===== config.mk =====
export PLATFORM = sky130hd
export DESIGN_NAME = dnms_filter
export DESIGN_NICKNAME = d
export VERILOG_FILES = /design/src/sv/assert_macros.svh /design/src/sv/dnms_pkg.sv /design/src/sv/dnms_filter.sv
export SDC_FILE = /design/constraint.sdc
export NUM_CORES = 2
export LEC_CHECK = 0
export BUFFER_PORTS_ARGS = -buffer_cell sky130_fd_sc_hd__buf_2
export CORE_UTILIZATION = 55
export DETAILED_ROUTE_END_ITERATION = 16
export PLACE_DENSITY = 0.76
export SETUP_SLACK_MARGIN = 0.05
export SYNTH_ARGS = -nofsm -noshare
export SYNTH_HDL_FRONTEND = slang
export SYNTH_SLANG_ARGS = --single-unit

===== constraint.sdc =====
create_clock -name clk_i -period 6.9 [get_ports clk_i]
set_input_delay 1.035 -clock clk_i [delete_from_list [all_inputs] [get_ports clk_i]]
set_output_delay 1.035 -clock clk_i [all_outputs]
set_load 0.1 [all_outputs]

===== src/sv/assert_macros.svh =====
// Assertion helpers shared by the shader RTL.
// Every macro expects clk_i and rst_ni to be visible where it is used.
`ifndef ASSERT_MACROS_SVH
`define ASSERT_MACROS_SVH

// Checks that a condition holds at every clock edge outside reset.
`define DNMS_ASSERT(lbl, expr, msg) \
  lbl: assert property (@(posedge clk_i) disable iff (!rst_ni) (expr)) \
    else $error(msg);

// Checks that a trigger is followed by a condition on the next edge.
`define DNMS_ASSERT_NEXT(lbl, ante, cons, msg) \
  lbl: assert property (@(posedge clk_i) disable iff (!rst_ni) (ante) |=> (cons)) \
    else $error(msg);

`endif


===== src/sv/dnms_pkg.sv =====
package dnms_pkg;

  // Default map store geometry.
  localparam int MAX_MAP_WIDTH  = 128;
  localparam int MAX_MAP_HEIGHT = 64;

  // Result queue depth; it also bounds the shade items in flight.
  localparam int FIFO_DEPTH = 8;

  // Configuration port.
  localparam int APB_AW = 5;
  localparam int APB_DW = 32;

  // Stream payload widths.
  localparam int IN_DATA_W  = 80;
  localparam int IN_USER_W  = 2;
  localparam int OUT_DATA_W = 24;
  localparam int TEXEL_W    = 24;

  // Item operations.
  localparam logic [1:0] OP_WRITE_DAY   = 2'd0;
  localparam logic [1:0] OP_WRITE_NIGHT = 2'd1;
  localparam logic [1:0] OP_SHADE       = 2'd2;

  // Register indexes.
  localparam logic [2:0] REG_USE_NIGHT  = 3'd0;
  localparam logic [2:0] REG_DAWN_WIDTH = 3'd1;
  localparam logic [2:0] REG_AMBIENT    = 3'd2;
  localparam logic [2:0] REG_MAP_WIDTH  = 3'd3;
  localparam logic [2:0] REG_MAP_HEIGHT = 3'd4;

  // Register reset values.
  localparam logic       RST_USE_NIGHT  = 1'b1;
  localparam logic [8:0] RST_DAWN_WIDTH = 9'd64;
  localparam logic [8:0] RST_AMBIENT    = 9'd128;
  localparam logic [7:0] RST_MAP_WIDTH  = 8'd128;
  localparam logic [6:0] RST_MAP_HEIGHT = 7'd64;

  // Configuration after saturation, as the datapath uses it.
  typedef struct packed {
    logic       use_night;
    logic [8:0] dawn;
    logic [8:0] amb;
    logic [7:0] width;
    logic [6:0] height;
  } cfg_t;

  // Per-sample control handed from the address pipeline to the filter.
  typedef struct packed {
    logic              valid;
    logic [7:0]        dx;
    logic [7:0]        dy;
    logic signed [9:0] ang;
  } shade_ctl_t;

  // One interpolation step: a + floor((b - a) * f / 256).
  function automatic logic [7:0] lerp8(input logic [7:0] a, input logic [7:0] b,
                                       input logic [7:0] f);
    logic signed [8:0]  diff;
    logic signed [17:0] prod;
    logic signed [9:0]  step;
    logic signed [9:0]  sum;
    diff = $signed({1'b0, b}) - $signed({1'b0, a});
    prod = diff * $signed({1'b0, f});
    step = 10'(prod >>> 8);
    sum  = $signed({2'b00, a}) + step;
    return sum[7:0];
  endfunction

endpackage


===== src/sv/dnms_filter.sv =====
module dnms_filter (
  input  logic                 clk_i,
  input  logic                 rst_ni,
  input  dnms_pkg::shade_ctl_t ctl_i,
  input  dnms_pkg::cfg_t       cfg_i,
  input  logic [23:0]          day0_i,
  input  logic [23:0]          day1_i,
  input  logic [23:0]          night0_i,
  input  logic [23:0]          night1_i,
  output logic                 push_o,
  output logic [23:0]          pixel_o
);

  // Stage 6: top row interpolated along x.
  logic               v6_q;
  logic [7:0]         dx6_q;
  logic [7:0]         dy6_q;
  logic signed [9:0]  ang6_q;
  logic [7:0]         tday6_q [3];
  logic [7:0]         tnight6_q [3];

  // Stage 7: both rows interpolated along x.
  logic               v7_q;
  logic [7:0]         dy7_q;
  logic signed [9:0]  ang7_q;
  logic [7:0]         tday7_q [3];
  logic [7:0]         tnight7_q [3];
  logic [7:0]         bday7_q [3];
  logic [7:0]         bnight7_q [3];

  // Stage 8: finished bilinear samples.
  logic               v8_q;
  logic signed [9:0]  ang8_q;
  logic [7:0]         sday8_q [3];
  logic [7:0]         snight8_q [3];

  // Stage 9: blend products.
  logic               v9_q;
  logic               angpos9_q;
  logic [16:0]        p1_9_q [3];
  logic [16:0]        p2_9_q [3];
  logic [7:0]         n9_q [3];

  logic [7:0]         fx;
  logic [7:0]         hday [3];
  logic [7:0]         hnight [3];
  logic [7:0]         vday [3];
  logic [7:0]         vnight [3];
  logic [9:0]         inv_ang;
  logic [9:0]         inv_amb;
  logic [16:0]        p1 [3];
  logic [16:0]        p2 [3];
  logic [16:0]        amb_term [3];
  logic [17:0]        mix [3];
  logic [7:0]         res [3];

  // One set of x lerps serves the top row and, in the next cycle, the bottom row.
  always_comb begin
    fx = v6_q ? dx6_q : ctl_i.dx;
    for (int k = 0; k < 3; k++) begin
      hday[k]   = dnms_pkg::lerp8(day0_i[23-8*k -: 8], day1_i[23-8*k -: 8], fx);
      hnight[k] = dnms_pkg::lerp8(night0_i[23-8*k -: 8], night1_i[23-8*k -: 8], fx);
      vday[k]   = dnms_pkg::lerp8(tday7_q[k], bday7_q[k], dy7_q);
      vnight[k] = dnms_pkg::lerp8(tnight7_q[k], bnight7_q[k], dy7_q);
    end
  end

  // Blend products: night weighting, or ambient scaling of the day sample.
  always_comb begin
    inv_ang = 10'd256 - 10'(ang8_q);
    for (int k = 0; k < 3; k++) begin
      p1[k] = cfg_i.use_night ? 17'(snight8_q[k]) * 17'(inv_ang[8:0])
                              : 17'(sday8_q[k]) * 17'(cfg_i.amb);
      p2[k] = 17'(sday8_q[k]) * 17'(ang8_q[8:0]);
    end
  end

  // Final sum per channel.
  always_comb begin
    inv_amb = 10'd256 - 10'(cfg_i.amb);
    for (int k = 0; k < 3; k++) begin
      amb_term[k] = 17'(p2_9_q[k][15:8]) * 17'(inv_amb[8:0]);
      if (cfg_i.use_night) begin
        mix[k] = 18'(p1_9_q[k]) + 18'(p2_9_q[k]);
        res[k] = angpos9_q ? mix[k][15:8] : n9_q[k];
      end else begin
        mix[k] = 18'(p1_9_q[k]) + 18'(amb_term[k]);
        res[k] = angpos9_q ? mix[k][15:8] : p1_9_q[k][15:8];
      end
    end
  end

  always_ff @(posedge clk_i or negedge rst_ni) begin
    if (!rst_ni) begin
      v6_q <= 1'b0;
      v7_q <= 1'b0;
      v8_q <= 1'b0;
      v9_q <= 1'b0;
    end else begin
      v6_q <= ctl_i.valid;
      v7_q <= v6_q;
      v8_q <= v7_q;
      v9_q <= v8_q;
    end
  end

  always_ff @(posedge clk_i) begin
    dx6_q     <= ctl_i.dx;
    dy6_q     <= ctl_i.dy;
    ang6_q    <= ctl_i.ang;
    dy7_q     <= dy6_q;
    ang7_q    <= ang6_q;
    ang8_q    <= ang7_q;
    angpos9_q <= ang8_q > 10'sd0;
    for (int k = 0; k < 3; k++) begin
      tday6_q[k]   <= hday[k];
      tnight6_q[k] <= hnight[k];
      tday7_q[k]   <= tday6_q[k];
      tnight7_q[k] <= tnight6_q[k];
      bday7_q[k]   <= hday[k];
      bnight7_q[k] <= hnight[k];
      sday8_q[k]   <= vday[k];
      snight8_q[k] <= vnight[k];
      p1_9_q[k]    <= p1[k];
      p2_9_q[k]    <= p2[k];
      n9_q[k]      <= snight8_q[k];
    end
  end

  // Red goes to the lowest byte of the result.
  assign push_o  = v9_q;
  assign pixel_o = {res[2], res[1], res[0]};

endmodule


## After elaboration in Yosys (flattened, before gate mapping)

Memories as Yosys holds them, arrays and structs flattened.
Cells that the tools add are included.

| operators by class | value |
|---|---|
| add/sub/neg operators | 32 |
| multipliers | 24 |
| $lt $le $gt $ge | 1 |
| muxes and demuxes | 13 |

Operator list:

| kind | number |
|---|---|
| 9-bit by 9-bit multiplier with 16-bit output | 12 |
| 8-bit by 9-bit multiplier with 17-bit output | 9 |
| 8-bit by 8-bit subtractor with 9-bit output | 12 |
| 16-bit adder | 6 |
| 8-bit adder | 12 |
| 8-bit two-way mux | 10 |
| 17-bit two-way mux | 3 |
| 8-bit by 9-bit multiplier with 16-bit output | 3 |
| 9-bit subtractor, first input constant | 2 |
| 10-bit by 1-bit > comparator with 1-bit output, second input constant | 1 |

| storage, ports and cells | value |
|---|---|
| register bits | 59 |
| memory bits (writable) | 318 |
| input bits | 159 |
| output and inout bits | 25 |
| memories kept | 11 |

Memory list:

| name | words | bits a word | rd ports | clocked after Yosys merged registers in | wr ports | line | source |
|---|---|---|---|---|---|---|---|
| p1_9_q | 3 | 17 | 3 | 0 | 3 | dnms_filter.sv:40 | `logic [16:0] p1_9_q [3];` |
| p2_9_q | 3 | 17 | 3 | 0 | 3 | dnms_filter.sv:41 | `logic [16:0] p2_9_q [3];` |
| bday7_q | 3 | 8 | 3 | 0 | 3 | dnms_filter.sv:28 | `logic [7:0] bday7_q [3];` |
| bnight7_q | 3 | 8 | 3 | 0 | 3 | dnms_filter.sv:29 | `logic [7:0] bnight7_q [3];` |
| n9_q | 3 | 8 | 3 | 0 | 3 | dnms_filter.sv:42 | `logic [7:0] n9_q [3];` |
| sday8_q | 3 | 8 | 3 | 0 | 3 | dnms_filter.sv:34 | `logic [7:0] sday8_q [3];` |
| 5 more memories | - | - | - | - | - | - |  |

## Logic depth before layout (Yosys ltp)

| depth | value |
|---|---|
| depth in word-level cells | 5 |
| gate-level depth with buffers | 34 |
| gate-level depth less buffers | 33 |

## Worst setup path after synthesis

OpenSTA, ideal clock, no wires.

| path | value |
|---|---|
| path type | input to output |
| start point | input cfg_i[18] (netlist name) |
| end point | output pixel_o[15] |
| arrival | 8.316 ns |
| setup slack | -2.451 ns |
| cell stages on the path | 21 |
| cell sequence | clkbuf_1 > nor3_1 > nand3_1 > nor3_1 > xnor2_1 > clkbuf_1 > nand2_1 > fa_1 > inv_1 > fa_1 > fa_1 > fa_1 > ha_1 > or4_4 > a41oi_2 > o31ai_2 > o41ai_4 > o21ai_1 > xnor2_1 > a211oi_1 > a211oi_1 |

| between the ends | value |
|---|---|
| cells in the longest elaborated chain, start to end | 5 |

RTL lines:

| item | line | source |
|---|---|---|
| start, declared | dnms_filter.sv:5 | `input dnms_pkg::cfg_t cfg_i,` |
| 9-bit subtractor | dnms_filter.sv:80 | `inv_amb = 10'd256 - 10'(cfg_i.amb);` |
| 8-bit by 9-bit multiplier with 16-bit output | dnms_filter.sv:82 | `amb_term[k] = 17'(p2_9_q[k][15:8]) * 17'(inv_amb[8:0]);` |
| 16-bit adder | dnms_filter.sv:87 | `mix[k] = 18'(p1_9_q[k]) + 18'(amb_term[k]);` |
| 8-bit two-way mux | dnms_filter.sv:88 | `res[k] = angpos9_q ? mix[k][15:8] : p1_9_q[k][15:8];` |
| 8-bit two-way mux | dnms_filter.sv:83 | `if (cfg_i.use_night) begin` |
| end, declared | dnms_filter.sv:11 | `output logic [23:0] pixel_o` |

Every way passes these cells.

## Final worst setup path

| path | value |
|---|---|
| start point | input cfg_i[18] (netlist name) |
| end point | output pixel_o[21] |

The elaborated chain is that of the path after synthesis.

==> metrics.yaml <==
synth_xor_area_frac: 0.05963
grt_antenna_before_repair: 3
synthSimpleGateAreaFrac: 0.1676
synthTopCellsByArea: "fa_1, ha_1, inv_1"
drt_iter0_markers: 3320
cp.arrival_ns: 6.45
synth_flop_cell: "dfxtp_1"
drc: 0
synth.distinct_cells: 79
ys_seq_area_frac: 0.09081
grt_overflow: 0
hold_class: "in2async"
clkSlewWorstSetupHoldPaths_ns: 0.06
dp_hpwl_um: 147600
ctsHoldBuffers: 0
grtUsageMet3: 0.03814
io_pins: 184
synthToLayoutAreaGrowth_pct: 20.33
grt.total_usage: 0.2816
viasPerCell: 5.333
cp-end-kind: "output port"
synth_edf_count: 0
rsz0062_at_grt: "yes"
dieArea_um2: 131300
maxSlewViolCount: 0
port-buffer-count: 159
yosysMostFrequentCell: "inv_1"
nets: 11332
ant_nets: 0
cap_viol_max_count: 0
drtPass1Iterations: 7
initial_utilization: 0.5572
grtUsageMet1: 0.3450
clockBufferDepth: 3
fp.dieH_um: 362.4
synth_adder_area_share: 0.5066
syn_area_um2: 71420
avgSynthCellArea_um2: 8.785
tightest_slew_ns: 1.166
synth_top_family_by_area: "adder cells"
finalClockSkew_ns: 0.02589
setup_slack_ns: -0.5819
yosysWarnings: 0
grt_pass1_wl_um: 301200
syn_inst: 8130
min_period_ns: 7.482
gp_congestion: 0.9333
async_reset_ff_frac: 0.01238
grt_pass1_vias: 61909
synth_top_area_cell: "fa_1"
use_met2: 0.4991
wl_um: 184900
hold_violations: 0
synthesis.nets: 10457
synth_common_cells: "inv_1, fa_1, ha_1"
coreArea_um2: 128200
cts_max_level: 2
finalSetupViolCount: 28
status: "finished, violations left"
synth_top_area_frac: 0.3380
n_fill_cell: 9626
final_area_um2: 85950
layout-drive-gt1-share: 0.1983
critical_path_required_ns: 5.86
dpl-instance-area_um2: 80650
synth-seq-cells: 323
synth_compound_gate_area_share: 0.05881
rows: 131
wire_per_inst_um: 17.17
via_count: 57432
die_x_um: 362.4
final_core_util: 0.6705
start_kind: "primary input"
grt.busiest_layer: "met2"
post-route-period-util: 1.084
worstSetupPathType: "in2out"
clk_latency_ns: 0.64
critPathMaxFanout: 4
fmax_ghz: 0.1337
root_buffer: "clkbuf_16"
relSlewSlack: 0.2202
synthMuxAreaShare: 0.01032
cts_buffers: 42
tritoncts: "built"
grt_max_degree: 56
place_ws_ns: -1.005
violations: "negative setup slack"
cts_sinks: 323
## final timing paths
kind / from / end / slack (ns) / depth (start not counted)
min in group clk_i: ang6_q[8] / ang7_q[8] / 0.31 / 0
setup reg to reg: tnight7_q[0][9] / snight8_q[0][15] / -0.07 / 32
setup / recovery: cfg_i[18] / pixel_o[21] / -0.58 / 23
max in group asynchronous: rst_ni / v8_q / 6.58 / 1
hold reg to reg: ang6_q[8] / ang7_q[8] / 0.31 / 0
hold / removal: rst_ni / push_o / 0.21 / 1
## registers in the layout, summed over array words and instances, names as in the netlist, 10 cells and up
| register | flops |
|---|---|
| ang6_q | 10 |
| n9_q | 24 |
| tday6_q | 24 |
| tnight7_q | 24 |
| sday8_q | 24 |
| p2_9_q | 48 |
| ang8_q | 10 |
| tday7_q | 24 |
| bnight7_q | 24 |
| p1_9_q | 48 |
| snight8_q | 24 |
| ang7_q | 10 |
## placed cells by master, fill, tap and decap left out, drive strengths merged, types with 12 or more instances in the layout
| cell type | instances |
|---|---|
| a211oi | 20 |
| ha | 962 |
| and2 | 533 |
| clkbuf | 51 |
| nand3 | 114 |
| mux2 | 15 |
| o31ai | 12 |
| a31oi | 17 |
| mux2i | 23 |
| nor2 | 421 |
| xor2 | 102 |
| or2 | 21 |
| mux4 | 15 |
| o21bai | 13 |
| a21oi | 183 |
| nor2b | 132 |
| a21boi | 34 |
| and3 | 47 |
| or3 | 44 |
| dfxtp | 319 |
| o41ai | 23 |
| xnor2 | 352 |
| fa | 1206 |
| and3b | 13 |
| a21o | 67 |
| o21ai | 145 |
| buf | 1090 |
| nand2b | 109 |
| nor3 | 85 |
| o21a | 68 |
| o211ai | 12 |
| inv | 1764 |
| nand2 | 903 |
## area by class of cell
class	count	area (um^2)	share of cell area
Multi-Input combinational cell	5795	60530	0.7043
Timing Repair Buffer	1090	8606	0.1001
Inverter	1753	6601	0.07681
Sequential cell	323	6524	0.07591
Tap cell	1729	2163	0.02517
Clock buffer	51	1179	0.01371
Clock inverter	27	334.1	0.003887
Antenna cell	2	5.005	0.00005823
## stage by stage
step	hold slack, ns	cells	setup TNS [ns]
after CTS	0.1692	10712	-9.077
after detailed placement	0.3120	10549	-25.63
after floorplan	0.3096	8130	-7.271
final	0.2076	10770	-9.648
after global placement	0.3103	10549	-19.46
after global routing	0.1791	10768	-16.34
## repair_timing
item                       in CTS  in global routing
gates cloned                    1                  0
pin swaps                     216                343
setup endpoints to repair      45                 56
buffers inserted               88                 62
hold endpoints to repair        0                  0
resized for setup             281                371
## logic make-up after synthesis
group / count (synthesis)
buf+inv: 2012
simple gates: 2463
compound gates: 645
fa+ha+maj: 2168
flops: 323
xor+xnor: 466
mux: 53
## worst max-delay path: stages
cell and delay [ns]:
buf_6 0.10, nor3_4 0.23, buf_4 0.15, nand3b_1 0.13
xor2_2 0.21, buf_4 0.15, and2_1 0.17, fa_1 0.54
inv_1 0.05, fa_1 0.45, fa_1 0.51, inv_1 0.06
fa_1 0.48, ha_4 0.32, buf_6 0.11, nand3_4 0.07
o211ai_1 0.32, a31oi_2 0.16, o21bai_2 0.26, buf_4 0.16
xor2_1 0.05, mux4_2 0.53, buf_12 0.20
## per-layer routing
layer  vias up  part of all wire
met5         -          0.000065
met4         2             0.044
met3       451             0.063
met2      1841              0.50
met1     28580              0.40
li1      26558                 -
Power is not shown: default switching activity piles up to over one toggle a cycle in this logic, so the estimate is an artifact.
