$ cat src/sv/assert_macros.svh
// Assertion helpers shared by the shader RTL.
// Every macro expects clk_i and rst_ni to be visible where it is used.
`ifndef ASSERT_MACROS_SVH
`define ASSERT_MACROS_SVH

// Checks that a condition holds at every clock edge outside reset.
`define DNMS_ASSERT(lbl, expr, msg) \
  lbl: assert property (@(posedge clk_i) disable iff (!rst_ni) (expr)) \
    else $error(msg);

// Checks that a trigger is followed by a condition on the next edge.
`define DNMS_ASSERT_NEXT(lbl, ante, cons, msg) \
  lbl: assert property (@(posedge clk_i) disable iff (!rst_ni) (ante) |=> (cons)) \
    else $error(msg);

`endif

$ cat src/sv/dnms_pkg.sv
package dnms_pkg;

  // Default map store geometry.
  localparam int MAX_MAP_WIDTH  = 128;
  localparam int MAX_MAP_HEIGHT = 64;

  // Result queue depth; it also bounds the shade items in flight.
  localparam int FIFO_DEPTH = 8;

  // Configuration port.
  localparam int APB_AW = 5;
  localparam int APB_DW = 32;

  // Stream payload widths.
  localparam int IN_DATA_W  = 80;
  localparam int IN_USER_W  = 2;
  localparam int OUT_DATA_W = 24;
  localparam int TEXEL_W    = 24;

  // Item operations.
  localparam logic [1:0] OP_WRITE_DAY   = 2'd0;
  localparam logic [1:0] OP_WRITE_NIGHT = 2'd1;
  localparam logic [1:0] OP_SHADE       = 2'd2;

  // Register indexes.
  localparam logic [2:0] REG_USE_NIGHT  = 3'd0;
  localparam logic [2:0] REG_DAWN_WIDTH = 3'd1;
  localparam logic [2:0] REG_AMBIENT    = 3'd2;
  localparam logic [2:0] REG_MAP_WIDTH  = 3'd3;
  localparam logic [2:0] REG_MAP_HEIGHT = 3'd4;

  // Register reset values.
  localparam logic       RST_USE_NIGHT  = 1'b1;
  localparam logic [8:0] RST_DAWN_WIDTH = 9'd64;
  localparam logic [8:0] RST_AMBIENT    = 9'd128;
  localparam logic [7:0] RST_MAP_WIDTH  = 8'd128;
  localparam logic [6:0] RST_MAP_HEIGHT = 7'd64;

  // Configuration after saturation, as the datapath uses it.
  typedef struct packed {
    logic       use_night;
    logic [8:0] dawn;
    logic [8:0] amb;
    logic [7:0] width;
    logic [6:0] height;
  } cfg_t;

  // Per-sample control handed from the address pipeline to the filter.
  typedef struct packed {
    logic              valid;
    logic [7:0]        dx;
    logic [7:0]        dy;
    logic signed [9:0] ang;
  } shade_ctl_t;

  // One interpolation step: a + floor((b - a) * f / 256).
  function automatic logic [7:0] lerp8(input logic [7:0] a, input logic [7:0] b,
                                       input logic [7:0] f);
    logic signed [8:0]  diff;
    logic signed [17:0] prod;
    logic signed [9:0]  step;
    logic signed [9:0]  sum;
    diff = $signed({1'b0, b}) - $signed({1'b0, a});
    prod = diff * $signed({1'b0, f});
    step = 10'(prod >>> 8);
    sum  = $signed({2'b00, a}) + step;
    return sum[7:0];
  endfunction

endpackage

$ cat src/sv/dnms_addr_gen.sv
`include "assert_macros.svh"

module dnms_addr_gen #(
  parameter int MAX_W = dnms_pkg::MAX_MAP_WIDTH,
  parameter int MAX_H = dnms_pkg::MAX_MAP_HEIGHT,
  localparam int DEPTH = MAX_W * MAX_H,
  localparam int AW    = $clog2(DEPTH)
) (
  input  logic                   clk_i,
  input  logic                   rst_ni,
  input  logic                   in_valid_i,
  input  logic [1:0]             in_op_i,
  input  logic [12:0]            in_addr_i,
  input  logic [23:0]            in_color_i,
  input  logic [15:0]            in_lon_i,
  input  logic signed [15:0]     in_lat_i,
  input  logic signed [9:0]      in_cos_i,
  input  dnms_pkg::cfg_t         cfg_i,
  output logic                   day_we_o,
  output logic                   night_we_o,
  output logic [AW-1:0]          wr_addr_o,
  output logic [23:0]            wr_data_o,
  output logic [AW-1:0]          rd_addr0_o,
  output logic [AW-1:0]          rd_addr1_o,
  output dnms_pkg::shade_ctl_t   ctl_o
);

  localparam int XW = $clog2(MAX_W);
  localparam int YW = $clog2(MAX_H);
  localparam int PW = YW + 8;

  // Stage 1: the accepted item.
  logic                v1_q;
  logic [1:0]          op1_q;
  logic [12:0]         addr1_q;
  logic [23:0]         color1_q;
  logic [15:0]         lon1_q;
  logic signed [15:0]  lat1_q;
  logic signed [9:0]   cos1_q;

  // Stage 2: scaled positions and the twilight product.
  logic                v2_q;
  logic [1:0]          op2_q;
  logic [12:0]         addr2_q;
  logic [23:0]         color2_q;
  logic [7:0]          xf2_q;
  logic [6:0]          yf2_q;
  logic [7:0]          dx2_q;
  logic [7:0]          dy2_q;
  logic signed [9:0]   cosc2_q;
  logic [16:0]         m2_q;

  // Stage 3: wrapped neighbor columns and rows, light weight.
  logic                v3_q;
  logic [1:0]          op3_q;
  logic [12:0]         addr3_q;
  logic [23:0]         color3_q;
  logic [XW-1:0]       x0_3_q;
  logic [XW-1:0]       x1_3_q;
  logic [YW-1:0]       y0_3_q;
  logic [YW-1:0]       y1_3_q;
  logic [7:0]          dx3_q;
  logic [7:0]          dy3_q;
  logic signed [9:0]   ang3_q;

  // Stage 4: row bases; first-row reads and texel writes issue here.
  logic                v4_q;
  logic [1:0]          op4_q;
  logic [12:0]         addr4_q;
  logic [23:0]         color4_q;
  logic [XW-1:0]       x0_4_q;
  logic [XW-1:0]       x1_4_q;
  logic [AW-1:0]       r0_4_q;
  logic [AW-1:0]       r1_4_q;
  logic [7:0]          dx4_q;
  logic [7:0]          dy4_q;
  logic signed [9:0]   ang4_q;

  // Stage 5: second-row reads issue here.
  logic                sh5_q;
  logic [XW-1:0]       x0_5_q;
  logic [XW-1:0]       x1_5_q;
  logic [AW-1:0]       r1_5_q;
  logic [7:0]          dx5_q;
  logic [7:0]          dy5_q;
  logic signed [9:0]   ang5_q;

  logic [15:0]         lon_u;
  logic [23:0]         xprod;
  logic signed [15:0]  lat_c;
  logic [15:0]         lat_p;
  logic [22:0]         yprod;
  logic signed [9:0]   cos_c;
  logic [9:0]          cos_rem;
  logic [16:0]         m_d;

  logic [6:0]          y0_full;
  logic [7:0]          y1_full;
  logic [8:0]          x1_full;
  logic [17:0]         ang_sum;
  logic [9:0]          ang_dim;
  logic signed [9:0]   ang_d;

  logic [PW-1:0]       r0_full;
  logic [PW-1:0]       r1_full;

  logic                sh4;
  logic                in_range4;

  // Position scaling and input saturation.
  always_comb begin
    lon_u   = lon1_q + 16'h8000;
    xprod   = 24'(lon_u) * 24'(cfg_i.width);
    lat_c   = lat1_q;
    if (lat1_q < -16'sd16384) begin
      lat_c = -16'sd16384;
    end else if (lat1_q > 16'sd16384) begin
      lat_c = 16'sd16384;
    end
    lat_p   = 16'(lat_c + 16'sd16384);
    yprod   = 23'(lat_p) * 23'(cfg_i.height);
    cos_c   = cos1_q;
    if (cos1_q < -10'sd256) begin
      cos_c = -10'sd256;
    end else if (cos1_q > 10'sd256) begin
      cos_c = 10'sd256;
    end
    cos_rem = 10'd256 - 10'(cos_c);
    m_d     = 17'(cos_rem[8:0]) * 17'(cfg_i.dawn);
  end

  // Edge wrapping and the dawn-shaped light weight.
  always_comb begin
    y0_full = (yf2_q == cfg_i.height) ? 7'd0 : yf2_q;
    y1_full = (8'(y0_full) + 8'd1 == 8'(cfg_i.height)) ? 8'd0 : 8'(y0_full) + 8'd1;
    x1_full = (9'(xf2_q) + 9'd1 == 9'(cfg_i.width)) ? 9'd0 : 9'(xf2_q) + 9'd1;
    ang_sum = 18'(m2_q) + 18'd255;
    ang_dim = 10'd256 - 10'(ang_sum[17:8]);
    ang_d   = (cosc2_q > 10'sd0) ? $signed(ang_dim) : cosc2_q;
  end

  // Row base addresses.
  always_comb begin
    r0_full = PW'(y0_3_q) * PW'(cfg_i.width);
    r1_full = PW'(y1_3_q) * PW'(cfg_i.width);
  end

  always_ff @(posedge clk_i or negedge rst_ni) begin
    if (!rst_ni) begin
      v1_q  <= 1'b0;
      v2_q  <= 1'b0;
      v3_q  <= 1'b0;
      v4_q  <= 1'b0;
      sh5_q <= 1'b0;
    end else begin
      v1_q  <= in_valid_i;
      v2_q  <= v1_q;
      v3_q  <= v2_q;
      v4_q  <= v3_q;
      sh5_q <= sh4;
    end
  end

  // Payload registers move every cycle; the valid bits qualify them.
  always_ff @(posedge clk_i) begin
    op1_q    <= in_op_i;
    addr1_q  <= in_addr_i;
    color1_q <= in_color_i;
    lon1_q   <= in_lon_i;
    lat1_q   <= in_lat_i;
    cos1_q   <= in_cos_i;

    op2_q    <= op1_q;
    addr2_q  <= addr1_q;
    color2_q <= color1_q;
    xf2_q    <= xprod[23:16];
    dx2_q    <= xprod[15:8];
    yf2_q    <= yprod[21:15];
    dy2_q    <= yprod[14:7];
    cosc2_q  <= cos_c;
    m2_q     <= m_d;

    op3_q    <= op2_q;
    addr3_q  <= addr2_q;
    color3_q <= color2_q;
    x0_3_q   <= XW'(xf2_q);
    x1_3_q   <= XW'(x1_full);
    y0_3_q   <= YW'(y0_full);
    y1_3_q   <= YW'(y1_full);
    dx3_q    <= dx2_q;
    dy3_q    <= dy2_q;
    ang3_q   <= ang_d;

    op4_q    <= op3_q;
    addr4_q  <= addr3_q;
    color4_q <= color3_q;
    x0_4_q   <= x0_3_q;
    x1_4_q   <= x1_3_q;
    r0_4_q   <= AW'(r0_full);
    r1_4_q   <= AW'(r1_full);
    dx4_q    <= dx3_q;
    dy4_q    <= dy3_q;
    ang4_q   <= ang3_q;

    x0_5_q   <= x0_4_q;
    x1_5_q   <= x1_4_q;
    r1_5_q   <= r1_4_q;
    dx5_q    <= dx4_q;
    dy5_q    <= dy4_q;
    ang5_q   <= ang4_q;
  end

  // Writes take effect in stage 4, in item order with the reads.
  assign sh4       = v4_q && (op4_q == dnms_pkg::OP_SHADE);
  assign in_range4 = 32'(addr4_q) < 32'(DEPTH);
  assign day_we_o   = v4_q && (op4_q == dnms_pkg::OP_WRITE_DAY) && in_range4;
  assign night_we_o = v4_q && (op4_q == dnms_pkg::OP_WRITE_NIGHT) && in_range4;
  assign wr_addr_o  = AW'(addr4_q);
  assign wr_data_o  = color4_q;

  // The read ports serve the first row in stage 4 and the second in stage 5.
  assign rd_addr0_o = sh4 ? AW'(r0_4_q + AW'(x0_4_q)) : AW'(r1_5_q + AW'(x0_5_q));
  assign rd_addr1_o = sh4 ? AW'(r0_4_q + AW'(x1_4_q)) : AW'(r1_5_q + AW'(x1_5_q));

  assign ctl_o.valid = sh5_q;
  assign ctl_o.dx    = dx5_q;
  assign ctl_o.dy    = dy5_q;
  assign ctl_o.ang   = ang5_q;

  `DNMS_ASSERT(a_read_ports_single_use, !(sh4 && sh5_q), "both read rows issued at once")

endmodule

$ cat config.mk
export PLATFORM = sky130hd
export DESIGN_NAME = dnms_addr_gen
export DESIGN_NICKNAME = d
export VERILOG_FILES = /design/src/sv/dnms_pkg.sv /design/src/sv/dnms_addr_gen.sv
export VERILOG_INCLUDE_DIRS = /design/src /design/src/sv
export SDC_FILE = /design/constraint.sdc
export NUM_CORES = 1
export LEC_CHECK = 0
export ABC_AREA = 1
export ABC_CLOCK_PERIOD_IN_PS = 5000
export BUFFER_PORTS_ARGS = -buffer_cell sky130_fd_sc_hd__buf_2
export CORE_ASPECT_RATIO = 1.5
export CORE_MARGIN = 2
export CORE_UTILIZATION = 28
export DETAILED_ROUTE_END_ITERATION = 6
export GPL_TIMING_DRIVEN = 1
export PLACE_DENSITY = 0.43
export SLEW_MARGIN = 10
export SYNTH_ARGS = -nofsm -noshare
export SYNTH_HDL_FRONTEND = slang
export SYNTH_SLANG_ARGS = --single-unit
$ cat constraint.sdc
create_clock -name clk_i -period 5 [get_ports clk_i]
set_input_delay 0.25 -clock clk_i [delete_from_list [all_inputs] [get_ports clk_i]]
set_output_delay 0.25 -clock clk_i [all_outputs]
set_load 0.05 [all_outputs]
# Yosys cells after proc, flatten, opt, wreduce, memory -nomap -nowiden
# Cells that the tools add are included.
op_classes:
  shift: 0
  multipliers: 5
  div: 0
  muxes: 8
  n_lt_le_gt_ge: 5
  n_addsub: 11
  reduce_logical: 4
  bitwise: 0
  n_eq_ne: 5
op_table:
  columns: ["cell", "n"]
  rows:
  - ["13-bit by 7-bit adder with 13-bit output", 4]
  - ["16-bit adder, second input constant", 2]
  - ["16-bit 2-to-1 mux", 2]
  - ["10-bit 2-to-1 mux", 3]
  - ["6-bit by 8-bit multiplier with 13-bit output", 2]
  - ["13-bit 2-to-1 mux", 2]
  - ["16-bit by 8-bit multiplier with 24-bit output", 1]
  - ["16-bit by 7-bit multiplier with 22-bit output", 1]
  - ["17-bit by 8-bit adder with 18-bit output, second input constant", 1]
  - ["9-bit by 9-bit multiplier with 17-bit output", 1]
  - ["16-bit greater-than comparator, second input constant", 1]
  - ["16-bit by 15-bit less-than comparator with 1-bit output, second input constant", 1]
  - ["10-bit by 1-bit greater-than comparator with 1-bit output, second input constant", 1]
  - ["10-bit greater-than comparator, second input constant", 1]
  - ["10-bit by 9-bit less-than comparator with 1-bit output, second input constant", 1]
  - ["9-bit by 10-bit subtractor with 10-bit output, first input constant", 1]
  - ["8-bit by 1-bit adder with 9-bit output, second input constant", 1]
  - ["9-bit by 8-bit equality test with 1-bit output", 1]
  - ["9-bit subtractor, first input constant", 1]
  - ["7-bit by 1-bit adder with 8-bit output, second input constant", 1]
  - ["8-bit by 7-bit equality test with 1-bit output", 1]
  - ["7-bit equality test", 1]
  - ["7-bit 2-to-1 mux", 1]
  - ["1-bit logical AND", 3]
  - ["other kinds (3)", 3]
totals:
  input_bits: 118
  mem_bits_ro: 0
  latchBits: 0
  reg_bits: 432
  mem_bits_rw: 0
  mem_count: 0
  out_inout_bits: 92

# Depth between registers and ports, before layout
logic_depth:
  depth_word: 5
  ltp_mapped: 29

# Least setup slack after synthesis
# No wires, ideal clock.
synth_timing:
  kind: "reg-to-reg"
  from: "register cos1_q[4]"
  to: "register m2_q[15]"
  slack_ps: -263
  period_less_slack_ps: 5263
  setup_time_ps: 72
  t_arrival_ps: 5191
  path_stages_with_launch: 28
  cell_sequence: "dfxtp_1 nor2_1 nand3_1 o21ai_4 inv_2 nor3_4 inv_1 ha_1 or2_2 nand2_1 inv_1 nand2_1 fa_1 fa_1 inv_1 fa_1 inv_1 fa_1 inv_1 ha_1 a21oi_1 o21ai_0 a21oi_1 o21ai_0 a21oi_1 nor2_1 nor2_1 xnor2_1"
synth_between:
  elab_chain_len: 5
  word_cells_on_any_way: 6
  cone_classes: "1 x add/sub; 1 x mul; 2 x order compare; 2 x mux"
synth_rtl:
  columns: ["element", "line", "source"]
  rows:
  - ["from (decl)", "dnms_addr_gen.sv:39", "logic signed [9:0] cos1_q;"]
  - ["from (signal assigned)", "dnms_addr_gen.sv:171", "cos1_q <= in_cos_i;"]
  - ["10-bit greater-than comparator", "dnms_addr_gen.sv:125", "end else if (cos1_q > 10'sd256) begin"]
  - ["10-bit 2-to-1 mux", "dnms_addr_gen.sv:125", null]
  - ["10-bit 2-to-1 mux (*)", "dnms_addr_gen.sv:123", "if (cos1_q < -10'sd256) begin"]
  - ["net cos_c[1]", "dnms_addr_gen.sv:93", "logic signed [9:0] cos_c;"]
  - ["9-bit subtractor (*)", "dnms_addr_gen.sv:128", "cos_rem = 10'd256 - 10'(cos_c);"]
  - ["9-bit by 9-bit multiplier with 17-bit output (*)", "dnms_addr_gen.sv:129", "m_d = 17'(cos_rem[8:0]) * 17'(cfg_i.dawn);"]
  - ["net m_d[15]", "dnms_addr_gen.sv:95", "logic [16:0] m_d;"]
  - ["to (signal assigned)", "dnms_addr_gen.sv:181", "m2_q <= m_d;"]
  - ["to (decl)", "dnms_addr_gen.sv:51", "logic [16:0] m2_q;"]
# The timed path passes the listed nets; every way through them passes the cells marked *.
# A chain may end at the register's enable or synchronous reset.

# Worst setup path in the final report
layout_timing:
  from: "register cos1_q[2]"
  to: "register m2_q[15]"
# The elaborated chain is that of the path after synthesis.

==> summary.md <==
| Metric | Value |
|---|---|
| Outcome | `complete, but fails checks` |
| Failing checks | `setup timing` |
| Global route overflow | `0` |
| RSZ-0062 raised after global routing | `true` |
| Crit path launch | `cos1_q[2]$_DFF_P_` |
| Syn Inst Count | `2832` |
| I/O pin count | `210` |
| Critical path peak fanout | `5` |
| Startpoint Class | `flip-flop` |
| Vias in the first global route | `19557` |
| Max Freq | `198 MHz` |
| Die Y-Extent | `369 µm` |
| Leakage | `16.1 nW` |
| DP Wirelength | `50900 µm` |
| Via Count | `18592` |
| DIE AREA | `91200 µm²` |
| Global Route Usage Sum | `0.139` |
| CP delay by family, top | `adder cells` |
| Pre-antenna DRT Iters | `5` |
| HP Start | `cfg_i[5]` |
| Core Util, Final | `0.355` |
| Antenna diodes | `0` |
| Post-route ant nets | `0` |
| Residual DRC | `0` |
| Wirelength, routed | `63400 µm` |
| Post-synthesis sequential area ratio | `0.349` |
| Final setup violation count | `2` |
| Placer Congestion | `0.847` |
| Initial DRC count | `657` |
| Final slew viol count | `0` |
| Bufs on Longest Clock Path | `3` |
| Yosys reg bits | `432` |
| Worst reg2reg path startpoint | `cos1_q[2]$_DFF_P_` |
| Largest net degree at the start of global routing | `29` |
| Worst setup margin | `-0.0602 ns` |
| Ys flop type | `dfxtp_1` |
| First-pass GRT wire length | `101000 µm` |
| Delay of the slowest cell on the worst path | `0.52 ns` |
| Commonest non-fill, non-tap cell in the layout | `nand2_1` |
| Width of the chip | `247 µm` |
| Post-synth EDFFs | `0` |
| Clk sinks | `432` |
| Port Buffers | `199` |
| Maximum vdd drop | `0.000641 V` |
| PwrDens | `664 nW/µm²` |
| Share of cells above drive strength 1 | `0.191` |
| Syn Nets | `3389` |
| Slew margin rel. | `0.452` |
| CP bufs+invs | `7` |
| Yosys warns | `0` |
| H-tree Lvls | `2` |
| Ys async rst share | `0.0116` |
| Fin crit share | `1.01` |
| Vias/cell | `4.20` |
| Clk slew on worst S/H paths | `0.07 ns` |
| Total power | `20.7 mW` |
| Final min period | `5.06 ns` |
| CP endpoint kind | `flip-flop` |
| Max Cap Viol | `0` |
| Initial antenna violation count | `7` |
| Core area | `87900 µm²` |
| Worst path arrival time | `5.60 ns` |
| CTS tree | `yes` |
| Fill cells | `9187` |
| Clock skew | `0.0266 ns` |
| Initial Util | `0.283` |
| Cell area after synthesis | `24900 µm²` |
| CP max-delay cell | `fa_1` |
| DR WL/cell | `14.3 µm` |
| Worst-Margin Slew | `0.817 ns` |
| Cell variety after synth | `54` |
| Cell row count | `133` |
| CTS Buf Count | `46` |
| Hold Crit Class | `in2reg` |
| Worst EP required | `5.54 ns` |
| Root buffer cell | `clkbuf_16` |
| Syn Area/Cell | `8.78 µm²` |
| Hold Vio Cnt, Final | `0` |
| Most frequent cells in the layout | `544 x nand2_1, 527 x inv_1, 420 x dfxtp_1` |
| Final nets | `3796` |
| Area Growth Syn to Fin | `25.6%` |
| Critical path type | `reg2reg` |
| Clk_lat worst skew | `0.61 ns` |
-- layout make-up --
type / instances / area [µm²] / share of cell area
timing repair buffer: 431 / 3000 / 0.0960
sequential: 432 / 8680 / 0.278
multi-input combinational: 1762 / 14300 / 0.459
clock inverter: 30 / 408 / 0.0131
inverter: 566 / 2130 / 0.0682
tap: 1147 / 1440 / 0.0460
clock buffer: 55 / 1240 / 0.0399
-- cells in the mapped netlist (2+ instances only) --
cell type,n,area share
nand3_2,5,0.0020
dfxtp_1,427,0.34
nor3_1,21,0.0042
nand2_2,7,0.0018
inv_2,21,0.0032
o22ai_1,2,0.00050
clkbuf_1,49,0.0074
o21ai_4,2,0.0013
clkbuf_2,6,0.0012
a31oi_1,9,0.0023
buf_4,5,0.0015
o21ai_0,80,0.016
o21bai_1,7,0.0021
o211ai_1,4,0.0012
nand3b_1,6,0.0018
nor4_1,5,0.0013
ha_1,188,0.095
nor2_4,7,0.0032
mux2i_1,2,0.00081
o31ai_1,3,0.00091
nor3_2,3,0.0012
dfrtp_1,5,0.0050
nand2_4,3,0.0014
buf_2,3,0.00060
xor2_1,59,0.021
nand4_1,24,0.0060
nand3_1,81,0.016
o21ai_2,2,0.00070
nor2_2,12,0.0030
clkinv_1,3,0.00045
o21ai_1,8,0.0016
a21o_1,8,0.0024
nor2_1,228,0.034
inv_1,541,0.082
xnor2_1,37,0.013
fa_1,251,0.20
o21a_1,3,0.00091
xor2_2,2,0.0013
nand2_1,564,0.085
and2_1,2,0.00050
buf_1,10,0.0015
a21oi_1,115,0.023
-- cell families after synthesis --
family | count (synthesis) | share of synthesized area
adders and majority gates | 439 | 0.297
AOI/OAI and AO/OA | 248 | 0.0551
muxes | 2 | 0.000805
xor gates and xnor gates | 98 | 0.0351
and+or+nand+nor | 974 | 0.165
DFF | 432 | 0.349
buffers and inverters | 639 | 0.0978
-- stage by stage --
stage / setup WS (ns) / setup TNS [ns] / cells / hold WS [ns] / instance area, µm²
final: -0.0602 / -0.0777 / 4423 / 0.149 / 31200
after CTS: -0.0546 / -0.145 / 4416 / 0.0871 / 30800
after global placement: -0.297 / -1.27 / 4238 / 0.0671 / 28100
after detailed placement: -0.287 / -1.40 / 4238 / 0.0719 / 28100
after floorplan: 0.00106 / 0 / 2832 / -0.0456 / 25000
after global routing: -0.313 / -1.61 / 4423 / 0.139 / 31200
-- power breakdown --
part	switching [mW]	total (mW)	internal [mW]
Sequential	0.595	5.13	4.54
Combinational	7.25	11.9	4.70
Clock	1.54	3.67	2.13
Total	9.38	20.7	11.4
-- layer usage --
metal | global-route usage | part of all wire | vias to the layer above
li1 | - | - | 9408
met1 | 0.156 | 0.41 | 8786
met2 | 0.265 | 0.53 | 279
met3 | 0.0236 | 0.038 | 107
met4 | 0.0412 | 0.026 | 12
met5 | 0 | 0.0010 | -
-- flip-flops by register name, indices dropped and copies added, names as in the netlist, 16 cells and up --
name,cells
color1_q,24
color2_q,24
color3_q,24
wr_data_o,24
m2_q,17
lat1_q,16
lon1_q,16
-- path summary, 6_finish.rpt --
kind                                        end  slack (ns)  depth (start not counted)
min                        y1_3_q[5]$_SDFF_PN0_        0.15                          3
max reg2reg                    m2_q[15]$_DFF_P_       -0.06                         28
max                            m2_q[15]$_DFF_P_       -0.06                         28
max in group asynchronous        v2_q$_DFF_PN0_        4.26                          3
min reg2reg                color3_q[11]$_DFF_P_        0.32                          0
min in group asynchronous       sh5_q$_DFF_PN0_        0.55                          3
-- worst register-to-register path, delay by kind of cell (launching register included) --
| family | cells | cell delay, ns |
|---|---|---|
| compound gates | 6 | 0.76 |
| buf+inv | 7 | 0.53 |
| flops | 1 | 0.33 |
| xor+xnor | 2 | 0.31 |
| fa+ha+maj | 6 | 2.38 |
| simple gates | 7 | 0.69 |
-- repair_timing --
item | CTS | global route
hold buffers | 85 | 0
endpoints found under the setup margin | 9 | 21
resized for setup | 27 | 102
setup buffers | 8 | 7
hold endpoints to repair | 88 | 0
pin swaps | 40 | 56
cloned | 0 | 1
Note: power is estimated with default switching activity, not from simulation.
