`src/sv/assert_macros.svh`:
```
// Assertion helpers shared by the shader RTL.
// Every macro expects clk_i and rst_ni to be visible where it is used.
`ifndef ASSERT_MACROS_SVH
`define ASSERT_MACROS_SVH

// Checks that a condition holds at every clock edge outside reset.
`define DNMS_ASSERT(lbl, expr, msg) \
  lbl: assert property (@(posedge clk_i) disable iff (!rst_ni) (expr)) \
    else $error(msg);

// Checks that a trigger is followed by a condition on the next edge.
`define DNMS_ASSERT_NEXT(lbl, ante, cons, msg) \
  lbl: assert property (@(posedge clk_i) disable iff (!rst_ni) (ante) |=> (cons)) \
    else $error(msg);

`endif

```
`src/sv/dnms_pkg.sv`:
```
package dnms_pkg;

  // Default map store geometry.
  localparam int MAX_MAP_WIDTH  = 128;
  localparam int MAX_MAP_HEIGHT = 64;

  // Result queue depth; it also bounds the shade items in flight.
  localparam int FIFO_DEPTH = 8;

  // Configuration port.
  localparam int APB_AW = 5;
  localparam int APB_DW = 32;

  // Stream payload widths.
  localparam int IN_DATA_W  = 80;
  localparam int IN_USER_W  = 2;
  localparam int OUT_DATA_W = 24;
  localparam int TEXEL_W    = 24;

  // Item operations.
  localparam logic [1:0] OP_WRITE_DAY   = 2'd0;
  localparam logic [1:0] OP_WRITE_NIGHT = 2'd1;
  localparam logic [1:0] OP_SHADE       = 2'd2;

  // Register indexes.
  localparam logic [2:0] REG_USE_NIGHT  = 3'd0;
  localparam logic [2:0] REG_DAWN_WIDTH = 3'd1;
  localparam logic [2:0] REG_AMBIENT    = 3'd2;
  localparam logic [2:0] REG_MAP_WIDTH  = 3'd3;
  localparam logic [2:0] REG_MAP_HEIGHT = 3'd4;

  // Register reset values.
  localparam logic       RST_USE_NIGHT  = 1'b1;
  localparam logic [8:0] RST_DAWN_WIDTH = 9'd64;
  localparam logic [8:0] RST_AMBIENT    = 9'd128;
  localparam logic [7:0] RST_MAP_WIDTH  = 8'd128;
  localparam logic [6:0] RST_MAP_HEIGHT = 7'd64;

  // Configuration after saturation, as the datapath uses it.
  typedef struct packed {
    logic       use_night;
    logic [8:0] dawn;
    logic [8:0] amb;
    logic [7:0] width;
    logic [6:0] height;
  } cfg_t;

  // Per-sample control handed from the address pipeline to the filter.
  typedef struct packed {
    logic              valid;
    logic [7:0]        dx;
    logic [7:0]        dy;
    logic signed [9:0] ang;
  } shade_ctl_t;

  // One interpolation step: a + floor((b - a) * f / 256).
  function automatic logic [7:0] lerp8(input logic [7:0] a, input logic [7:0] b,
                                       input logic [7:0] f);
    logic signed [8:0]  diff;
    logic signed [17:0] prod;
    logic signed [9:0]  step;
    logic signed [9:0]  sum;
    diff = $signed({1'b0, b}) - $signed({1'b0, a});
    prod = diff * $signed({1'b0, f});
    step = 10'(prod >>> 8);
    sum  = $signed({2'b00, a}) + step;
    return sum[7:0];
  endfunction

endpackage

```
`src/sv/dnms_out_fifo.sv`:
```
`include "assert_macros.svh"

module dnms_out_fifo #(
  parameter int DEPTH = dnms_pkg::FIFO_DEPTH,
  parameter int DW    = dnms_pkg::OUT_DATA_W,
  localparam int PW   = $clog2(DEPTH),
  localparam int CW   = $clog2(DEPTH + 1)
) (
  input  logic          clk_i,
  input  logic          rst_ni,
  input  logic          push_i,
  input  logic [DW-1:0] data_i,
  output logic          valid_o,
  input  logic          ready_i,
  output logic [DW-1:0] data_o
);

  logic [DW-1:0] mem [DEPTH];
  logic [PW-1:0] wr_ptr_q;
  logic [PW-1:0] wr_ptr_d;
  logic [PW-1:0] rd_ptr_q;
  logic [PW-1:0] rd_ptr_d;
  logic [CW-1:0] count_q;
  logic [CW-1:0] count_d;
  logic          pop;

  assign valid_o = count_q != '0;
  assign pop     = valid_o && ready_i;
  assign data_o  = mem[rd_ptr_q];

  // Pointer and fill count update.
  always_comb begin
    wr_ptr_d = wr_ptr_q;
    rd_ptr_d = rd_ptr_q;
    count_d  = count_q;
    if (push_i) begin
      wr_ptr_d = (wr_ptr_q == PW'(DEPTH - 1)) ? '0 : wr_ptr_q + PW'(1);
    end
    if (pop) begin
      rd_ptr_d = (rd_ptr_q == PW'(DEPTH - 1)) ? '0 : rd_ptr_q + PW'(1);
    end
    if (push_i && !pop) begin
      count_d = count_q + CW'(1);
    end else if (pop && !push_i) begin
      count_d = count_q - CW'(1);
    end
  end

  always_ff @(posedge clk_i or negedge rst_ni) begin
    if (!rst_ni) begin
      wr_ptr_q <= '0;
      rd_ptr_q <= '0;
      count_q  <= '0;
    end else begin
      wr_ptr_q <= wr_ptr_d;
      rd_ptr_q <= rd_ptr_d;
      count_q  <= count_d;
    end
  end

  always_ff @(posedge clk_i) begin
    if (push_i) begin
      mem[wr_ptr_q] <= data_i;
    end
  end

  `DNMS_ASSERT(a_no_overflow, !(push_i && count_q == CW'(DEPTH)), "result pushed into a full queue")

endmodule

```
`config.mk`:
```
export PLATFORM = sky130hd
export DESIGN_NAME = dnms_out_fifo
export DESIGN_NICKNAME = d
export VERILOG_FILES = /design/src/sv/dnms_pkg.sv /design/src/sv/dnms_out_fifo.sv
export VERILOG_INCLUDE_DIRS = /design/src /design/src/sv
export SDC_FILE = /design/constraint.sdc
export NUM_CORES = 1
export LEC_CHECK = 0
export BUFFER_PORTS_ARGS = -buffer_cell sky130_fd_sc_hd__buf_2
export CORE_UTILIZATION = 60
export CTS_CLUSTER_SIZE = 14
export DETAILED_ROUTE_END_ITERATION = 8
export GPL_ROUTABILITY_DRIVEN = 0
export GPL_TIMING_DRIVEN = 0
export HOLD_SLACK_MARGIN = 0.1
export PLACE_DENSITY = 0.78
export RECOVER_POWER = 25
export SYNTH_ARGS = -nofsm -noshare
export SYNTH_HDL_FRONTEND = slang
export SYNTH_SLANG_ARGS = --single-unit
```
`constraint.sdc`:
```
create_clock -name clk_i -period 3.51 [get_ports clk_i]
set_clock_uncertainty 0.2 [all_clocks]
set_input_delay 0.5265 -clock clk_i [delete_from_list [all_inputs] [get_ports clk_i]]
set_output_delay 0.5265 -clock clk_i [all_outputs]
set_load 0.05 [all_outputs]
```
# Word level (Yosys, flattened, before mapping)
# Memories as Yosys holds them, arrays and structs flattened.
# Cells that the tools add are included.
# Widths: inputs -> output; s select.
# op_classes
addsub	4
eq_ne	2
mux	6
reduce_logical	7
# ops
operator	n
$mux 4	2
$add 3x1->3 const B	2
$eq 3x3->1 const B	2
$mux 3	2
$add 4x1->4 const B	1
$reduce_bool 4->1	1
$sub 4x1->4 const B	1
$logic_and 1x1->1	3
$logic_not 1->1	2
$mux 1	2
$reduce_bool 2->1	1
# word_totals
regBits	10
ram_bits	192
out_inout_bits	25
n_memories	1
# memory_table
name	depth	word_bits	rd	rd_clocked_by_memory_dff	write_ports	line	rtl
mem	8	24	1	0	1	dnms_out_fifo.sv:18	logic [DW-1:0] mem [DEPTH];

# Logic depth before layout (Yosys ltp)
# Gate-level depths: netlist (run 1).
# logic_depth
ltp_word	5
depth_mapped	7
ltp_nobuf	7

# Worst setup path after synthesis (run 1)
# No wires, ideal clock.
# synth_timing
kind	input to register
startpoint	in push_i
endpoint	mem mem[0][0] in the netlist's numbering, enable pin
setup_ns	0.435
arrival_ns	2.291
required_ns	2.875
setup_slack_ns	0.584
cell_stages	2
path_buffers	0
cell_sequence	nand2b_1 -> nor3_1
# synth_via
elab_chain_cells	2
# synth_rtl
item	line	rtl
start, declared	dnms_out_fifo.sv:11	input logic push_i,
$mux 1	dnms_out_fifo.sv:62	if (push_i) begin
$mux 1 (implied by the code)	dnms_out_fifo.sv:63	mem[wr_ptr_q] <= data_i;
end, declared	dnms_out_fifo.sv:18	
# Every way passes these cells.

# Final worst setup path (run 1)
# layout_timing
startpoint	reg rd_ptr_q[2]
endpoint	out data_o[13]
# layout_via
elab_chain_cells	1
# layout_rtl
item	line	rtl
start, declared	dnms_out_fifo.sv:21	logic [PW-1:0] rd_ptr_q;
start signal, assigned	dnms_out_fifo.sv:56	rd_ptr_q <= rd_ptr_d;
$mem_v2 8x24	--	
end, declared	dnms_out_fifo.sv:15	output logic [DW-1:0] data_o
# Every way passes these cells.

==> out/qor.csv, run 1 <==
metric;value;unit
drt_iter0_markers;336;
grt_overflow;0;
cts_root_buf;clkbuf_16;
rsz0062_at_grt;no;
via_count;3740;
power.internal;5.34;mW
clock_path_buffers;3;
vdd_drop_max;0.662;mV
netlist_instances;343;
p_switching;2.90;mW
start_kind;flop;
synth_flop_cell;edfxtp_1;
clockPowerShare;0.248;
grt_pass1_wl;22200;µm
final_nets;474;
num_rows;41;
holdPathStages;2;
layout_min_cycle_time;3.31;ns
cts.sink_count;202;
path_class;flop to primary output;
cp_cell_sequence;clkbuf_1 > buf_1 > mux2_2 > buf_2;
postSynthAreaPerCell;23.5;µm²
yosysSeqAreaShare;0.747;
synthToLayoutAreaGrowth;16.9;%
leakage;3.23;nW
outcome;finished, final reports clean;
synthTopCellsByArea;edfxtp_1 (72%), mux4_1 (15%), mux2_2 (3.9%);
endpoint;data_o[13];
wl;14600;µm
register_area;0.00602;mm²
port_buffers;52;
max_freq;302;MHz
fillers;740;
r2r_cells;7;
cts_setup_buffers;0;
ctsHoldBuffers;16;
slowest_delay;0.66;ns
antenna_found_initial;0;
cts_tree;built;
r2r-start;count_q[0];
die_area;0.0139;mm²
p_total;8.25;mW
io_pins;53;
hpwl;8430;µm
seqPwrFrac;0.386;
synth_top_area_share;0.716;
hold_viol_final;0;
synth_warnings;0;
die_w;118;µm
route.detailed.drc;0;
yosysMostFrequentCell;edfxtp_1;
holdWs;0.140;ns
cts_max_level;1;
core_area;0.0129;mm²
post-place-ws;0.571;ns
grt_pass1_vias;3879;
crit_buf_inv;3;
hp-class;input port to flop;
ys_ff_latch;202;
slew_violations;0;
fin_crit_sh;0.944;
cp.arrival;2.59;ns
async_flop_share;0.0495;
max_cap_violations;0;
yosysTopAreaCell;edfxtp_1;
cts_buffers;21;
diodes;0;
synth.cell_area;0.00806;mm²
wl_per_cell;23.4;µm
place_area;0.00864;mm²
tightest_slew;0.984;ns
drive_gt1_frac;0.259;
crit_path_start;rd_ptr_q[2];
cpLargestDelayFamily;buffers and inverters;
grt_use_total;0.221;
r2r-end;count_q[3];
synth_nets;379;
clkLatencyLatePin;0.49;ns
stdcell_area;0.00942;mm²
cp_slowest_cell;buf_1;
critPathRequiredTime;2.78;ns
swShare;0.352;
viasPerCell;5.99;
p_per_area;876;mW/mm²
path_depth;4;
route.antenna.remaining_nets;0;
setup_viol;0;
grt_max_degree;25;
synth_cell_types;28;
tns;0;ns
synth_commonest_cells;edfxtp_1 (192), mux4_1 (47), mux2_2 (28);
cp_max_fo;10;
p_comb_frac;0.366;
synth_edf_count;192;
regToRegSetupSlack;0.58;ns
clkTransAtPathRegs;0.06;ns
multi_input_area;0.00198;mm²
cts-resized-gates;0;
setup_ws;0.198;ns
cp-end-kind;primary output;
start_util;0.626;
chipHeight;118;µm
drt_first_pass_iters;4;
slew_headroom;0.341;
==> metal layers <==
| metal | global-route usage | vias to the layer above | share of wire |
|---|---|---|---|
| met1 | 0.301 | 1896 | 0.40 |
| met4 | 0.0649 | 0 | 0.019 |
| li1 | - | 1676 | - |
| met3 | 0.0397 | 26 | 0.074 |
| met2 | 0.368 | 142 | 0.51 |
| met5 | 0 | - | 0 |
==> metrics by stage <==
stage / instances / util
finish: 624 / 0.731
global route: 624 / 0.731
CTS: 624 / 0.733
detailed placement: 571 / 0.671
global placement: 567 / 0.663
floorplan: 343 / -
==> worst reg2reg max path, delay by kind of cell, from the launching register on <==
family                     cells  cell delay, ns
adders and majority gates      2            0.71
buffers and inverters          1            0.13
and+or+nand+nor                1            0.48
DFF                            1            0.48
AOI/OAI and AO/OA              3            0.80
==> cells by family (layout without fill, tap and decap cells) <==
kind of cell	after synthesis	count (layout)	synth area share
multiplexers	77	77	0.196
XOR/XNOR	2	2	0.00217
adder cells (fa/ha/maj)	8	8	0.0134
AO/OA/AOI/OAI	10	10	0.0107
buffers and inverters	17	126	0.0138
AND/OR/NAND/NOR	27	27	0.0166
flip-flops	202	202	0.747
==> power by group through the flow <==
stage / sequential [mW] / combinational, mW / clock [mW]
after floorplan: 3.19 / 2.30 / 0
after global placement: 3.22 / 2.88 / 0
after detailed placement: 3.23 / 3.03 / 0
after CTS: 3.19 / 3.05 / 2.08
after global routing: 3.21 / 3.19 / 2.16
final: 3.19 / 3.02 / 2.04
==> layout by cell type, fill, tap and decap left out, types with 3 or more instances in the layout <==
cell type        n
edfxtp_1       192
mux4_1          47
buf_2           40
mux2_2          28
clkbuf_1        25
clkbuf_16       21
dlygate4sd3_1   16
dfrtp_1         10
buf_6            8
ha_1             7
nand2_1          6
nor2_4           6
clkinv_2         5
nand2b_1         3
o21ai_0          3
==> sequential cells by signal, summed over array words and instances (netlist names) <==
signal / cells
mem: 192
rd_ptr_q: 3
wr_ptr_q: 3
count_q: 4
==> worst min-delay path by stage <==
stage / slack, ns / endpoint / start
4_1_cts: 0.10 / mem[0][7] / data_i[7]
5_1_grt: 0.13 / wr_ptr_q[1] / push_i
2_1_floorplan: 0.03 / count_q[0] / rst_ni
6_report: 0.14 / wr_ptr_q[1] / push_i
3_5_place_dp: 0.21 / count_q[1] / rst_ni
3_3_place_gp: 0.20 / count_q[2] / rst_ni
==> layout make-up <==
type	instances	share of cell area
flip-flops and latches	202	0.639
multi-input cells	124	0.211
plain buffers	15	0.0110
well taps	172	0.0229
repair buffers	72	0.0484
inverters	2	0.000797
clock buffers	27	0.0582
clock inverters	10	0.00930
Note: power is estimated with default switching activity, not from simulation.
==> run 2: changes to the inputs <==
--- a/config.mk
+++ b/config.mk
@@ -6,7 +6,7 @@
 export SDC_FILE = /design/constraint.sdc
 export NUM_CORES = 1
 export LEC_CHECK = 0
-export BUFFER_PORTS_ARGS = -buffer_cell sky130_fd_sc_hd__buf_2
+export BUFFER_PORTS_ARGS = -buffer_cell sky130_fd_sc_hd__buf_4
 export CORE_UTILIZATION = 60
 export CTS_CLUSTER_SIZE = 14
 export DETAILED_ROUTE_END_ITERATION = 8
@@ -14,7 +14,7 @@
 export GPL_TIMING_DRIVEN = 0
 export HOLD_SLACK_MARGIN = 0.1
 export PLACE_DENSITY = 0.78
-export RECOVER_POWER = 25
+export RECOVER_POWER = 100
 export SYNTH_ARGS = -nofsm -noshare
 export SYNTH_HDL_FRONTEND = slang
 export SYNTH_SLANG_ARGS = --single-unit
==> run 2 against run 1 <==
Worst setup slack improved by 0.059 ns. Via count up 2.1%. Global-route usage about the same. Register-to-register slack barely moved. Clock power increased by 6%. Critical path type unchanged. Largest cell class unchanged. Final cell count is 1.6% higher. Hold slack improved by 0.056 ns. Die area is the same. The run now ends with capacitance limit, slew limit left.
==> out/qor.csv, run 2 (same netlist as run 1, synthesis figures left out) <==
metric;value;unit
outcome;finished with violations;
violations;capacitance limit, slew limit;
wl;14700;µm
final_nets;485;
cts-resized-gates;0;
fin_crit_sh;0.927;
final_core_util;0.736;
start_kind;flop;
start_util;0.626;
setup_viol;0;
drt_first_pass_iters;4;
core_area;0.0129;mm²
cp_slowest_cell;clkbuf_1;
p_switching;2.88;mW
wl_per_cell;23.2;µm
ctsHoldBuffers;26;
tightest_slew;1.64;ns
cp.arrival;2.53;ns
antenna_found_initial;0;
p_comb_frac;0.360;
hold_viol_final;0;
grt_use_total;0.221;
leakage;3.24;nW
grt_max_degree;25;
cts_buffers;21;
cts_tree;built;
route.detailed.drc;0;
cpMostUsedCell;clkbuf_1;
cts_root_buf;clkbuf_16;
cts.sink_count;202;
diodes;0;
tns;0;ns
synthToLayoutAreaGrowth;17.7;%
drive_gt1_frac;0.206;
route.antenna.remaining_nets;0;
port_buffers;52;
max_freq;307;MHz
cpLargestDelayFamily;buffers and inverters;
fillers;745;
rsz0062_at_grt;no;
grt_pass1_wl;22600;µm
clkTransAtPathRegs;0.06;ns
swShare;0.344;
p_per_area;881;mW/mm²
grt_overflow;0;
slowest_delay;0.64;ns
die_area;0.0139;mm²
hp-class;input port to flop;
p_total;8.35;mW
viasPerCell;6.02;
largest_register;mem;
slew_violations;125;
max_cap_violations;6;
crit_buf_inv;3;
post-place-ws;0.576;ns
power.internal;5.48;mW
largest_reg_flops;192;
cts_setup_buffers;0;
critPathRequiredTime;2.78;ns
clockPowerShare;0.258;
seqPwrFrac;0.382;
clock_path_buffers;3;
layout_min_cycle_time;3.25;ns
die_w;118;µm
drt_iter0_markers;288;
via_count;3819;
clkLatencyLatePin;0.48;ns
path_class;flop to primary output;
setup_ws;0.257;ns
chipHeight;118;µm
largest_registers;mem: 192 flops, count_q: 4 flops;
cp_cell_sequence;clkbuf_1 > clkbuf_1 > mux2_2 > clkbuf_2;
slew_headroom;-0.0956;
io_pins;53;
final_common_cell;edfxtp_1;
cp_max_fo;10;
cp-end-kind;primary output;
vdd_drop_max;0.937;mV
cts_max_level;1;
hpwl;8560;µm
layout_common_cells;edfxtp_1 (192), mux4_1 (47), clkbuf_1 (42);
grt_pass1_vias;3934;
num_rows;41;
==> run 2: changes by cell type in the layout (fill, tap and decap cells not counted), sizes merged <==
cell,delta
dlygate4sd3,+10
bufinv,+2
buf,-38
clkinv,-1
clkbuf,+37
==> run 2: path summary, 6_finish.rpt <==
check | startpoint | to | slack [ns] | cells past startpoint
max reg2reg | count_q[0] | count_q[3] | 0.59 | 7
max in group asynchronous | rst_ni | rd_ptr_q[0] | 2.30 | 2
max | rd_ptr_q[2] | data_o[8] | 0.26 | 4
min reg2reg | wr_ptr_q[2] | wr_ptr_q[2] | 0.39 | 1
min | ready_i | rd_ptr_q[1] | 0.20 | 3
min in group asynchronous | rst_ni | count_q[2] | 0.39 | 2
==> run 2: per-stage QoR <==
step,hold slack (ns),std cells,cell area [µm²]
2_1_floorplan,0.0309,343,8060
3_3_place_gp,0.167,567,8660
3_5_place_dp,0.171,572,8770
4_1_cts,0.190,634,9700
5_1_grt,0.209,634,9480
6_report,0.196,634,9480
==> run 2: power by group through the flow <==
stage	sequential, mW	combinational [mW]	clock, mW
floorplan	3.19	2.30	0
global placement	3.22	3.04	0
detailed placement	3.23	3.18	0
CTS	3.19	3.23	2.19
global route	3.22	3.18	2.28
finish	3.19	3.01	2.16
==> run 2: cell type report <==
class,count,area [µm²],area share
Sequential cell,202,6020,0.635
Clock buffer,25,541,0.0570
Clock inverter,11,130,0.0137
Buffer,15,104,0.0110
Tap cell,172,215,0.0227
Inverter,2,7.51,0.000792
Timing Repair Buffer,83,522,0.0550
Multi-Input combinational cell,124,1940,0.205
==> run 2: worst min-delay path, stage by stage <==
cell and delay [ns]:
buf_4 0.12, o41ai_4 0.08, o21ai_0 0.09
==> run 2: routing by layer <==
layer,vias to the layer above,global-route usage,part of all wire
li1,1701,-,-
met4,0,0.0537,0.019
met5,-,0,0
met3,20,0.0329,0.047
met2,114,0.388,0.52
met1,1984,0.293,0.41
==> run 3: changes to the inputs <==
==> constraint.sdc (replaced) <==
create_clock -name clk_i -period 3.51 [get_ports clk_i]
set_clock_uncertainty 0.2 [all_clocks]
set_input_delay 0.702 -clock clk_i [delete_from_list [all_inputs] [get_ports clk_i]]
set_output_delay 0.702 -clock clk_i [all_outputs]
set_load 0.05 [all_outputs]
==> run 3 against run 2 <==
The run still ends with capacitance limit, slew limit left. Combinational power hardly changed. First-iteration DRC count down 2.1%. Wire length is 1.5% lower. Die area unchanged. Highest routed layer unchanged.
==> out/qor.csv, run 3 (same netlist as run 1, synthesis figures left out) <==
metric;value;unit
wl_per_cell;23.8;µm
cts_tree;built;
tns;0;ns
cp_max_fo;10;
use_met2;0.381;
route.antenna.remaining_nets;0;
p_total;8.35;mW
max_cap_violations;5;
hold_viol_final;0;
largest_registers;mem: 192 flops, count_q: 4 flops;
grt_pass1_wl;22300;µm
crit_buf_inv;3;
grt_max_degree;25;
slew_headroom;-0.0698;
chipHeight;118;µm
met3_usage;0.0344;
path_class;flop to primary output;
rsz0062_at_grt;no;
setup_ws;0.149;ns
outcome;finished with violations;
clock_path_buffers;3;
r2r-end;mem[0][23];
wl;14500;µm
cts.sink_count;202;
cts_buffers;21;
grt_pass1_vias;3834;
critPathRequiredTime;2.61;ns
port_buffers;52;
cpMostUsedCell;clkbuf_1;
drt_iter0_markers;282;
grt_use_total;0.218;
tightest_slew;1.60;ns
route.detailed.drc;0;
cpLargestDelayFamily;buffers and inverters;
min_to;wr_ptr_q[1];
hpwl;8560;µm
cp_cell_sequence;clkbuf_1 > clkbuf_1 > mux2_1 > buf_4;
p_per_area;904;mW/mm²
layout_common_cells;edfxtp_1 (192), mux4_1 (47), clkbuf_1 (41);
path_depth;4;
r2r-start;wr_ptr_q[2];
die_area;0.0139;mm²
drive_gt1_frac;0.224;
fin_crit_sh;0.958;
final_nets;460;
viasPerCell;6.11;
cp_slowest_cell;clkbuf_1;
layout_min_cycle_time;3.36;ns
leakage;3.14;nW
core_area;0.0129;mm²
num_rows;41;
slowest_delay;0.58;ns
hp-class;input port to flop;
largest_reg_flops;192;
final_core_util;0.718;
cts_setup_buffers;0;
via_count;3721;
vdd_drop_max;0.936;mV
final_common_cell;edfxtp_1;
drt_first_pass_iters;4;
holdPathStages;2;
fin_cells;609;
use_met1;0.290;
cp-end-kind;primary output;
dp_cells;572;
cts_root_buf;clkbuf_16;
clkTransAtPathRegs;0.06;ns
grt_overflow;0;
setup_viol;0;
regToRegSetupSlack;0.57;ns
clkLatencyLatePin;0.48;ns
largest_register;mem;
holdWs;0.290;ns
place_area;0.00877;mm²
top_usage_layer;met2;
start_kind;flop;
stdcell_area;0.00924;mm²
synthToLayoutAreaGrowth;14.7;%
start_util;0.626;
post-place-ws;0.571;ns
slew_violations;100;
cp.arrival;2.46;ns
cts_max_level;1;
die_w;118;µm
max_freq;298;MHz
diodes;0;
io_pins;53;
worstHoldStart;push_i;
antenna_found_initial;0;
r2r_cells;4;
violations;capacitance limit, slew limit;
[run 3: power by group]
group          internal, mW  switching [mW]  leakage [nW]
sequential             3.04           0.145          1.86
clock                  1.32           0.840         0.331
combinational          1.12            1.88         0.948
total                  5.48            2.87          3.14
[run 3: layout make-up]
class	instances	area [µm²]
Fill cell	757	3630
Timing Repair Buffer	58	284
Clock inverter	11	130
Buffer	15	105
Clock buffer	25	541
Multi-Input combinational cell	124	1940
Inverter	2	7.51
Sequential cell	202	6020
Tap cell	172	215
[run 3: worst max-delay path by stage]
stage | startpoint | end | slack, ns
2_1_floorplan | push_i | mem[0][0] | 0.41
3_3_place_gp | push_i | mem[0][7] | -1.24
3_5_place_dp | rd_ptr_q[2] | data_o[4] | 0.57
4_1_cts | rd_ptr_q[2] | data_o[13] | 0.08
5_1_grt | rd_ptr_q[2] | data_o[19] | 0.04
6_report | rd_ptr_q[2] | data_o[19] | 0.15
[run 3: layer usage]
layer	wire length, µm	part of all wire
met4	272	0.019
met3	561	0.039
met1	6070	0.42
met5	0	0
met2	7620	0.52
[run 3: timing repair]
action	in CTS	in global routing
hold buffers	1	0
setup endpoints to repair	0	1
endpoints found under the hold margin	10	0
resized for setup	0	1
